`src/rtl/core/bble_pkg.sv`:
```
// Shared types, codes and constant helpers for the bounded byte list engine.
package bble_pkg;

    localparam int BYTE_W = 8;
    localparam int POS_W  = 7;
    localparam int LEN_W  = 7;
    localparam int OP_W   = 3;
    localparam int FANIN  = 8;

    typedef enum logic [OP_W-1:0] {
        OP_INSERT   = 3'd0,
        OP_REMOVE   = 3'd1,
        OP_GET      = 3'd2,
        OP_SET      = 3'd3,
        OP_CONTAINS = 3'd4
    } op_t;

    typedef enum logic {
        ST_IDLE,
        ST_WORK
    } state_t;

    // Control broadcast from the sequencer to every cell of the row
    typedef struct packed {
        logic [OP_W-1:0]   op;
        logic              mutate;
        logic              applied;
        logic [BYTE_W-1:0] value;
    } cell_ctrl_t;

    // Per-cell contribution to the search / read reduction
    typedef struct packed {
        logic              hit;
        logic [BYTE_W-1:0] data;
    } leaf_t;

    function automatic int pow_fanin(input int e);
        int p;
        p = 1;
        for (int j = 0; j < e; j++) begin
            p = p * FANIN;
        end
        return p;
    endfunction

    // Levels of the registered tree needed to fold n leaves
    function automatic int tree_levels(input int n);
        int lv;
        int span;
        lv = 1;
        span = FANIN;
        while (span < n) begin
            span = span * FANIN;
            lv = lv + 1;
        end
        return lv;
    endfunction

    // Start of tree level lvl (1-based) in the flattened node array
    function automatic int level_offset(input int levels, input int lvl);
        int off;
        off = 0;
        for (int j = 1; j < lvl; j++) begin
            off = off + pow_fanin(levels - j);
        end
        return off;
    endfunction

endpackage

```
`src/rtl/core/bounded_byte_list_engine_unit.sv`:
```
// Top level of the bounded byte list engine: sequencer, row of cells and reduction tree.
// A word is not accepted while the sequencer is working: cells update in the first work stage,
// then the registered OR tree folds every cell's search and read answer through its LEVELS levels,
// LEVELS = ceil(log8(CAPACITY)) and at least one, before the result loads into the output register.
// The output register lets the next word in while a result still waits.
// Reset clears the length, the sequencer and out_valid; the cell bytes stay unreset.
module bounded_byte_list_engine_unit
    import bble_pkg::*;
#(
    parameter int CAPACITY = 64
)
(
    input  logic              clk,
    input  logic              rst_n,
    input  logic              in_valid,
    output logic              in_ready,
    input  logic [OP_W-1:0]   req_type,
    input  logic [POS_W-1:0]  position,
    input  logic [BYTE_W-1:0] byte_value,
    output logic              out_valid,
    input  logic              out_ready,
    output logic [BYTE_W-1:0] read_byte,
    output logic              found,
    output logic              applied,
    output logic [LEN_W-1:0]  list_length
);

    // Length counter must hold CAPACITY itself; compares run at the wider of count and index
    localparam int CNT_W  = $clog2(CAPACITY + 1);
    localparam int CMP_W  = (CNT_W > POS_W) ? CNT_W : POS_W;
    localparam int LEVELS = tree_levels(CAPACITY);
    localparam int STG_W  = $clog2(LEVELS + 1);

    // Sequencer and request hold registers
    state_t             state_reg;
    state_t             state_next;
    logic [STG_W-1:0]   stage_reg;
    logic [STG_W-1:0]   stage_next;
    logic [OP_W-1:0]    op_reg;
    logic [POS_W-1:0]   pos_reg;
    logic [BYTE_W-1:0]  val_reg;
    logic               ok_reg;
    logic               ok_next;
    logic [CNT_W-1:0]   count_reg;
    logic [CNT_W-1:0]   count_next;

    // Output register
    logic               out_valid_reg;
    logic               out_valid_next;
    logic [BYTE_W-1:0]  read_byte_reg;
    logic               found_reg;
    logic               applied_reg;
    logic [LEN_W-1:0]   list_length_reg;

    logic               in_fire;
    logic               out_free;
    logic               last_stage;
    logic               out_load;
    logic               mutate;
    logic [CMP_W-1:0]   pos_in_cmp;
    logic [CMP_W-1:0]   count_cmp;
    logic [CMP_W-1:0]   pos_cmp;

    cell_ctrl_t         ctrl;
    logic [BYTE_W-1:0]  cell_data [CAPACITY];
    leaf_t              leaves    [CAPACITY];
    leaf_t              top;

    assign in_fire    = in_valid && in_ready;
    assign out_free   = !out_valid_reg || out_ready;
    assign last_stage = (state_reg == ST_WORK) && (stage_reg == STG_W'(LEVELS));
    assign out_load   = last_stage && out_free;
    // Cells change only in the first work cycle, and only for a request in range
    assign mutate     = (state_reg == ST_WORK) && (stage_reg == '0) && ok_reg;

    assign pos_in_cmp = CMP_W'(position);
    assign count_cmp  = CMP_W'(count_reg);
    assign pos_cmp    = CMP_W'(pos_reg);

    // Decide at accept whether the request takes effect; the length is stable while idle
    always_comb
    begin
        unique case (req_type)
            OP_INSERT:   ok_next = (count_reg < CNT_W'(CAPACITY)) && (pos_in_cmp <= count_cmp);
            OP_REMOVE,
            OP_GET,
            OP_SET:      ok_next = pos_in_cmp < count_cmp;
            OP_CONTAINS: ok_next = 1'b1;
            default:     ok_next = 1'b0;
        endcase
    end

    // Next-state logic
    always_comb
    begin
        state_next = state_reg;
        stage_next = stage_reg;
        unique case (state_reg)
            ST_IDLE:
            begin
                if (in_fire)
                begin
                    state_next = ST_WORK;
                    stage_next = '0;
                end
            end
            ST_WORK:
            begin
                if (last_stage)
                begin
                    // hold in the final stage until the output register frees up
                    if (out_free)
                    begin
                        state_next = ST_IDLE;
                    end
                end
                else
                begin
                    stage_next = stage_reg + 1'b1;
                end
            end
            default:
            begin
                state_next = ST_IDLE;
            end
        endcase
    end

    // Output logic
    always_comb
    begin
        in_ready = (state_reg == ST_IDLE);

        count_next = count_reg;
        if (mutate && (op_reg == OP_INSERT))
        begin
            count_next = count_reg + 1'b1;
        end
        else if (mutate && (op_reg == OP_REMOVE))
        begin
            count_next = count_reg - 1'b1;
        end

        out_valid_next = out_valid_reg;
        if (out_load)
        begin
            out_valid_next = 1'b1;
        end
        else if (out_ready)
        begin
            out_valid_next = 1'b0;
        end
    end

    always_ff @(posedge clk or negedge rst_n)
    begin
        if (!rst_n)
        begin
            state_reg     <= ST_IDLE;
            stage_reg     <= '0;
            count_reg     <= '0;
            ok_reg        <= 1'b0;
            out_valid_reg <= 1'b0;
        end
        else
        begin
            state_reg     <= state_next;
            stage_reg     <= stage_next;
            count_reg     <= count_next;
            out_valid_reg <= out_valid_next;
            if (in_fire)
            begin
                ok_reg <= ok_next;
            end
        end
    end

    // Request payload: capture on accept
    always_ff @(posedge clk)
    begin
        if (in_fire)
        begin
            op_reg  <= req_type;
            pos_reg <= position;
            val_reg <= byte_value;
        end
    end

    // Result payload: load when the tree top is ready and the slot is free
    always_ff @(posedge clk)
    begin
        if (out_load)
        begin
            read_byte_reg   <= top.data;
            found_reg       <= top.hit;
            applied_reg     <= ok_reg;
            list_length_reg <= LEN_W'(count_reg);
        end
    end

    assign ctrl.op      = op_reg;
    assign ctrl.mutate  = mutate;
    assign ctrl.applied = ok_reg;
    assign ctrl.value   = val_reg;

    // Cells above pos take the left neighbor on insert; cells from pos take the right on remove
    for (genvar k = 0; k < CAPACITY; k++)
    begin : g_cell
        logic [BYTE_W-1:0] left_data;
        logic [BYTE_W-1:0] right_data;

        if (k == 0)
        begin : g_first
            assign left_data = '0;
        end
        else
        begin : g_left
            assign left_data = cell_data[k - 1];
        end

        if (k == CAPACITY - 1)
        begin : g_last
            assign right_data = '0;
        end
        else
        begin : g_right
            assign right_data = cell_data[k + 1];
        end

        bble_cell #(
            .INDEX (k),
            .CMP_W (CMP_W)
        ) u_cell (
            .clk        (clk),
            .ctrl       (ctrl),
            .pos        (pos_cmp),
            .count      (count_cmp),
            .left_data  (left_data),
            .right_data (right_data),
            .cell_data  (cell_data[k]),
            .leaf       (leaves[k])
        );
    end

    bble_reduce #(
        .LEAVES (CAPACITY)
    ) u_reduce (
        .clk    (clk),
        .leaves (leaves),
        .top    (top)
    );

    assign out_valid   = out_valid_reg;
    assign read_byte   = read_byte_reg;
    assign found       = found_reg;
    assign applied     = applied_reg;
    assign list_length = list_length_reg;

    // Length never exceeds the row
    a_count_bound: assert property (@(posedge clk) disable iff (!rst_n)
        count_reg <= CNT_W'(CAPACITY))
        else $error("list length above capacity");

    // An applied insert grows the list by exactly one
    a_insert_grows: assert property (@(posedge clk) disable iff (!rst_n)
        (mutate && (op_reg == OP_INSERT)) |=> (count_reg == CNT_W'($past(count_reg) + 1'b1)))
        else $error("insert did not grow the list");

    // Work stages advance one per cycle until the last
    a_stage_step: assert property (@(posedge clk) disable iff (!rst_n)
        ((state_reg == ST_WORK) && !last_stage) |=>
            ((state_reg == ST_WORK) && (stage_reg == STG_W'($past(stage_reg) + 1'b1))))
        else $error("work stage skipped");

    // A result appears only after the final stage of a request
    a_result_source: assert property (@(posedge clk) disable iff (!rst_n)
        $rose(out_valid_reg) |-> $past(out_load))
        else $error("result without finished request");

endmodule

```
`src/rtl/core/bble_cell.sv`:
```
// One list slot: holds a byte, shifts with its neighbors, offers its match and read data.
module bble_cell
    import bble_pkg::*;
#(
    parameter int INDEX = 0,
    parameter int CMP_W = 7
)
(
    input  logic              clk,
    input  cell_ctrl_t        ctrl,
    input  logic [CMP_W-1:0]  pos,
    input  logic [CMP_W-1:0]  count,
    input  logic [BYTE_W-1:0] left_data,
    input  logic [BYTE_W-1:0] right_data,
    output logic [BYTE_W-1:0] cell_data,
    output leaf_t             leaf
);

    localparam logic [CMP_W-1:0] IDX = CMP_W'(INDEX);

    logic [BYTE_W-1:0] data_reg;
    logic [BYTE_W-1:0] data_next;
    logic              is_ins;
    logic              is_rem;
    logic              is_set;

    assign is_ins = ctrl.mutate && (ctrl.op == OP_INSERT);
    assign is_rem = ctrl.mutate && (ctrl.op == OP_REMOVE);
    assign is_set = ctrl.mutate && (ctrl.op == OP_SET);

    always_comb
    begin
        priority if (is_ins && (IDX > pos))
        begin
            data_next = left_data;
        end
        else if (is_ins && (IDX == pos))
        begin
            data_next = ctrl.value;
        end
        else if (is_rem && (IDX >= pos))
        begin
            data_next = right_data;
        end
        else if (is_set && (IDX == pos))
        begin
            data_next = ctrl.value;
        end
        else
        begin
            data_next = data_reg;
        end
    end

    always_ff @(posedge clk)
    begin
        data_reg <= data_next;
    end

    assign cell_data = data_reg;

    // Only live entries count for a search; only the addressed slot answers a read
    assign leaf.hit  = (ctrl.op == OP_CONTAINS) && (IDX < count) && (data_reg == ctrl.value);
    assign leaf.data = ((ctrl.op == OP_GET) && ctrl.applied && (IDX == pos)) ?
                       data_reg : '0;

endmodule

```
`src/rtl/core/bble_reduce.sv`:
```
// Registered OR tree that folds all cell contributions into one hit flag and read byte.
module bble_reduce
    import bble_pkg::*;
#(
    parameter int LEAVES = 64
)
(
    input  logic  clk,
    input  leaf_t leaves [LEAVES],
    output leaf_t top
);

    localparam int LEVELS = tree_levels(LEAVES);
    localparam int TOTAL  = level_offset(LEVELS, LEVELS + 1);

    leaf_t tree_node [TOTAL];

    for (genvar l = 1; l <= LEVELS; l++)
    begin : g_level
        localparam int NODES    = pow_fanin(LEVELS - l);
        localparam int OFF      = level_offset(LEVELS, l);
        localparam int OFF_PREV = level_offset(LEVELS, l - 1);

        for (genvar i = 0; i < NODES; i++)
        begin : g_node
            leaf_t kid [FANIN];
            leaf_t node_reg;
            leaf_t node_next;

            for (genvar c = 0; c < FANIN; c++)
            begin : g_kid
                localparam int SRC = i * FANIN + c;
                if (l == 1)
                begin : g_leaf
                    if (SRC < LEAVES)
                    begin : g_live
                        assign kid[c] = leaves[SRC];
                    end
                    else
                    begin : g_pad
                        assign kid[c] = '0;
                    end
                end
                else
                begin : g_inner
                    assign kid[c] = tree_node[OFF_PREV + SRC];
                end
            end

            always_comb
            begin
                node_next = '0;
                for (int c = 0; c < FANIN; c++)
                begin
                    node_next = node_next | kid[c];
                end
            end

            always_ff @(posedge clk)
            begin
                node_reg <= node_next;
            end

            assign tree_node[OFF + i] = node_reg;
        end
    end

    assign top = tree_node[TOTAL - 1];

endmodule
```
`config.mk`:
```
export PLATFORM = sky130hd
export DESIGN_NAME = bounded_byte_list_engine_unit
export DESIGN_NICKNAME = d
export VERILOG_FILES = /design/src/rtl/core/bble_pkg.sv /design/src/rtl/core/bounded_byte_list_engine_unit.sv /design/src/rtl/core/bble_cell.sv /design/src/rtl/core/bble_reduce.sv
export SDC_FILE = /design/constraint.sdc
export NUM_CORES = 2
export LEC_CHECK = 0
export ABC_AREA = 1
export BUFFER_PORTS_ARGS = -buffer_cell sky130_fd_sc_hd__buf_2
export CAP_MARGIN = 20
export CORE_MARGIN = 2
export CORE_UTILIZATION = 40
export DETAILED_ROUTE_END_ITERATION = 10
export MAX_ROUTING_LAYER = met4
export PLACE_DENSITY = 0.67
export SLEW_MARGIN = 20
export SYNTH_ARGS = -nofsm -noshare
export SYNTH_HDL_FRONTEND = slang
export SYNTH_SLANG_ARGS = --single-unit
```
`constraint.sdc`:
```
create_clock -name clk -period 8.3 [get_ports clk]
set_clock_uncertainty 0.15 [all_clocks]
set_input_delay 1.66 -clock clk [delete_from_list [all_inputs] [get_ports clk]]
set_output_delay 1.66 -clock clk [all_outputs]
set_load 0.1 [all_outputs]
```
# Word level (Yosys, flattened, before mapping)
# Cells that the tools add are included.
[totals] regBits=640 latchBits=0 mem_bits_rw=0 romBits=0 inputBits=22 output_inout_bits=19 elab_cells=1357 n_memories=0
[classes] add_sub_neg=3 multipliers=0 div_mod_pow=0 n_lt_le_gt_ge=195 n_eq_ne=138 shift=0 muxes=331 bitwise_logic=64 reduce_logical=532
[ops] cell="$mux 8" count=319
[ops] cell="$or 9x9->9" count=63
[ops] cell="$eq 8x8->1" count=64
[ops] cell="$logic_and 1x1->1" count=458
[ops] cell="$reduce_bool 4->1" count=63
[ops] cell="$eq 6x7->1 const A" count=32
[ops] cell="$ge 6x7->1 const A" count=32
[ops] cell="$gt 6x7->1 const A" count=32
[ops] cell="$lt 6x7->1 const A" count=32
[ops] cell="$eq 5x7->1 const A" count=16
[ops] cell="$ge 5x7->1 const A" count=16
[ops] cell="$gt 5x7->1 const A" count=16
[ops] cell="$lt 5x7->1 const A" count=16
[ops] cell="$eq 4x7->1 const A" count=8
[ops] cell="$ge 4x7->1 const A" count=8
[ops] cell="$gt 4x7->1 const A" count=8
[ops] cell="$lt 4x7->1 const A" count=8
[ops] cell="$eq 3x7->1 const A" count=4
[ops] cell="$ge 3x7->1 const A" count=4
[ops] cell="$gt 3x7->1 const A" count=4
[ops] cell="$lt 3x7->1 const A" count=4
[ops] cell="$eq 2x7->1 const A" count=2
[ops] cell="$ge 1x7->1 const A" count=2
[ops] cell="$ge 2x7->1 const A" count=2
[ops] cell="other kinds (33)" count=50

# Longest topological paths before layout
[depth] depth_word=11 ltp_mapped=14 mapped_depth_nobuf=12

# Worst setup path after synthesis
# OpenSTA, ideal clock, no wires.
[synth_path] path_type="input to register" startpoint="in in_valid" endpoint="reg stage_reg[0]" setup_ps=128 arrival_time_ps=2880 slack_ps=5142 path_stages=5 n_path_buf=0 path_cell_list="inv_1 -> nor2_1 -> inv_1 -> o21ai_0 -> o21ai_0"
[synth_between] elab_chain_len=3
[synth_lines] item="from (decl)" line="bounded_byte_list_engine_unit.sv:15" text="input logic in_valid,"
[synth_lines] item="$logic_and 1x1->1" line="bounded_byte_list_engine_unit.sv:69" text="assign in_fire = in_valid && in_ready;"
[synth_lines] item="net in_fire" line="bounded_byte_list_engine_unit.sv:55" text="logic in_fire;"
[synth_lines] item="$ne 2x1->1 (no source line)"
[synth_lines] item="$reduce_and 2->1 (no source line)"
[synth_lines] item="to (signal assigned)" line="bounded_byte_list_engine_unit.sv:168" text="stage_reg <= stage_next;"
[synth_lines] item="to (decl)" line="bounded_byte_list_engine_unit.sv:37" text="logic [STG_W-1:0] stage_reg;"
# The timed path passes the listed nets, and every way through them passes these cells.
# A chain may end at the register's enable or synchronous reset.

# Worst setup path in the final report
[layout_path] startpoint="reg stage_reg[0]" endpoint="reg g_cell[58].u_cell.data_reg[5], enable pin"
[layout_between] elab_chain_len=6 elab_cells_between_ends=11 classes_between="11 x reduce/logical"
[layout_lines] item="$logic_not 2->1 *" line="bounded_byte_list_engine_unit.sv:74" text="assign mutate = (state_reg == ST_WORK) && (stage_reg == '0) && ok_reg;"
[layout_lines] item="$logic_and 1x1->1 * (2 in series)" line="bounded_byte_list_engine_unit.sv:74"
[layout_lines] item="$logic_and 1x1->1, on equally long branches" line="bble_cell.sv:29, bble_cell.sv:27, bble_cell.sv:28"
[layout_lines] item="$logic_and 1x1->1, on equally long branches"
[layout_lines] item="$reduce_bool 4->1 (no source line) *"
[layout_lines] item="to (signal assigned)" line="bble_cell.sv:57" text="data_reg <= data_next;"
[layout_lines] item="to (decl)" line="bble_cell.sv:21" text="logic [BYTE_W-1:0] data_reg;"
# Every way passes the cells marked *; elsewhere a longest branch is shown, timed or not.

==> flow_metrics.tcl <==
set metrics [dict create \
    slew_viol_final 0 \
    synthesis.nets 5735 \
    fin_setup_tns_ns 0 \
    required_ns 8.41 \
    power_frac_comb_pct 23.0 \
    switching_share_pct 34.3 \
    reg2reg_from "stage_reg[0]" \
    synthFlopType "edfxtp_1" \
    fin_util_pct 43.7 \
    ff_latch_area_mm2 0.0183 \
    setup_ws_ns 3.67 \
    wl_per_cell_um 26.4 \
    n_fill_cell 10600 \
    synth_cells 5701 \
    dp.cells 6889 \
    synth-edff-count 539 \
    path_clk_slew_ns 0.06 \
    htree_levels 3 \
    rsz0062_at_grt "false" \
    antenna_found_initial 4 \
    multi_input_area_mm2 0.0209 \
    final_layout_size_suffix_gt1_share_pct 5.41 \
    vdd_drop_max_v 0.000140 \
    period_share_pct 55.8 \
    dp_hpwl_um 131000 \
    core-area_mm2 0.105 \
    cp-endpoint "g_cell[58].u_cell.cell_data[5]" \
    fmax_mhz 216 \
    synth_area_mm2 0.0426 \
    vias 43300 \
    cap_violations 0 \
    first_iter_violations 6370 \
    cts_buffers 77 \
    clk_path_buf_depth 3 \
    pre_cts_ws_ns 3.88 \
    area_growth_pct 8.30 \
    grt_overflow 0 \
    leakagePower_nw 18.7 \
    violations "design-rule violations" \
    fin_total_pwr_mw 9.39 \
    setup_viol 0 \
    critPathLaunch "stage_reg[0]" \
    cts_tree "done" \
    die_width_um 330 \
    cts.repair.resized 0 \
    die_h_um 330 \
    status "complete, but fails checks" \
    cp.arrival_ns 4.75 \
    vias_per_cell 6.15 \
    power.density_mw_per_mm2 204 \
    postRouteAntennaNets 0 \
    pin_count 41 \
    worst_pin_slew_ns 1.09 \
    async_flop_share_pct 1.88 \
    grt_start_max_net_pins 111 \
    largest_reg_flops 512 \
    track_usage_pct 34.0 \
    gp_congestion 1.03 \
    hold_viol_final 0 \
    numClockSinks 640 \
    synth_seq_area_share_pct 42.9 \
    seqPwrFrac_pct 40.5 \
    grt_pass1_vias 39200 \
    cts_root_buf "clkbuf_16" \
    r2r_cells 9 \
    synth_cell_types 50 \
    core.rowCount 119 \
    clk_latency_ns 0.67 \
    wirelength_um 186000 \
    firstDrtPassIters 10 \
    fin_crit_ns 4.63 \
    min_path_cells 0 \
    hold_path_class "reg2reg" \
    post_cts_buffers 0 \
    rrSetupSlack_ns 3.67 \
    p_sw_mw 3.22 \
    path_max_fanout 52 \
    slew_headroom_pct 27.2 \
    pwr-share-clk_pct 36.5 \
    ctsHoldBuffers 0 \
    p_int_mw 6.16 \
    die_area_mm2 0.109 \
    stdcell_count 7033 \
    ys_warn_count 0 \
    avgSynthCellArea_um2 7.47 \
    r2r_end "g_cell[58].u_cell.cell_data[5]" \
    post-route-drc-count 7 \
    start_util_pct 40.4 \
    port_buffers 40 \
    criticalPathCategory "reg2reg" \
    grt_pass1_wl_um 265000 \
    end_kind "flop" \
    cp-start-kind "flop" \
    nets 5611 \
    ys_ff_latch 640 \
]
[synth_stat cells, types with 6 or more instances]
cell	n	area share [%]
buf_2	106	1.2
inv_2	32	0.28
nand2_2	13	0.19
nand3b_1	6	0.11
o21ai_2	7	0.14
buf_1	40	0.35
nand3_1	178	2.1
nand4_1	97	1.4
buf_4	14	0.25
inv_1	540	4.8
nor4_1	23	0.34
a21oi_1	117	1.4
dfxtp_1	89	4.2
edfxtp_1	539	38
nor2_1	640	5.6
nor3_1	31	0.36
ha_1	12	0.35
xnor2_1	195	4.0
a31oi_1	88	1.3
nand2_1	1581	14
o21ai_1	55	0.65
clkinv_1	7	0.062
nor2_2	24	0.35
o21ai_0	486	5.7
o211ai_1	222	3.9
dfrtp_1	12	0.71
o22ai_1	297	4.4
xor2_1	80	1.6
clkbuf_1	124	1.1
[layout make-up]
class,instances,area share [%]
antenna,3,0.0163
tap,1391,3.77
sequential,640,39.6
clock inverter,34,0.676
inverter,581,4.74
multi-input combinational,4195,45.3
timing repair buffer,82,1.23
clock buffer,107,4.65
[cells in the final DEF (no fill, tap or decap), types with 12 or more instances in the layout]
cell type  Yosys  layout
a21oi_1      117     116
a31oi_1       88      88
buf_2        106      40
buf_4         14      38
clkbuf_1     124      23
clkbuf_16      0      80
clkinv_1       7      14
clkinv_2       0      13
dfrtp_1       12      12
dfxtp_1       89      89
edfxtp_1     539     539
ha_1          12      12
inv_1        540     537
inv_2         32      38
nand2_1     1581    1581
nand2_2       13      13
nand3_1      178     178
nand4_1       97      97
nor2_1       640     638
nor2_2        24      25
nor3_1        31      31
nor4_1        23      23
o211ai_1     222     222
o21ai_0      486     486
o21ai_1       55      55
o22ai_1      297     297
xnor2_1      195     195
xor2_1        80      80
[cells by family after synthesis]
logic type / Yosys count / synth area share (%)
xor gates and xnor gates: 275 / 5.66
AOI/OAI and AO/OA: 1294 / 17.9
muxes: 1 / 0.0264
adders and majority gates: 12 / 0.353
DFF: 640 / 42.9
and+or+nand+nor: 2613 / 25.0
buffers and inverters: 866 / 8.10
[per-layer routing]
layer  vias to the layer above  track usage (%)  routed length [um]
met2                      3195             49.6               78400
met5                         -                -                   0
met4                         0             15.8               10200
met1                     20300             45.0               72300
met3                       624             7.37               25000
li1                      19100                -                   -
[worst min-delay path by stage]
stage                    start    end  slack [ns]
5_1_grt        u_reduce.top[8]  found        0.27
2_1_floorplan  u_reduce.top[8]  found        0.24
6_report       u_reduce.top[8]  found        0.25
3_3_place_gp   u_reduce.top[8]  found        0.24
4_1_cts        u_reduce.top[8]  found        0.25
3_5_place_dp   u_reduce.top[8]  found        0.24
[worst max-delay path: stages (launching register included)]
cell	delay, ns
dfrtp_1	0.37
inv_1	0.11
ha_1	0.17
nand3_1	0.14
inv_2	0.10
nand4_2	0.55
clkinv_2	0.73
buf_4	0.81
nand2_1	0.52
o211ai_1	0.55
[power groups by stage]
| stage | registers, mW | clock network [mW] | logic [mW] |
|---|---|---|---|
| 6_report | 3.80 | 3.43 | 2.16 |
| 3_3_place_gp | 3.86 | 0 | 2.03 |
| 2_1_floorplan | 3.96 | 0 | 1.20 |
| 4_1_cts | 3.79 | 3.42 | 2.07 |
| 3_5_place_dp | 3.86 | 0 | 2.06 |
| 5_1_grt | 3.81 | 3.54 | 2.25 |
[per-stage QoR]
stage | area, um^2 | hold slack (ns)
after floorplan | 42600 | 0.236
after global placement | 43600 | 0.236
after detailed placement | 43600 | 0.239
after CTS | 46100 | 0.253
after global routing | 46100 | 0.273
final | 46100 | 0.253
No activity file was read; power rests on OpenSTA's default activity.
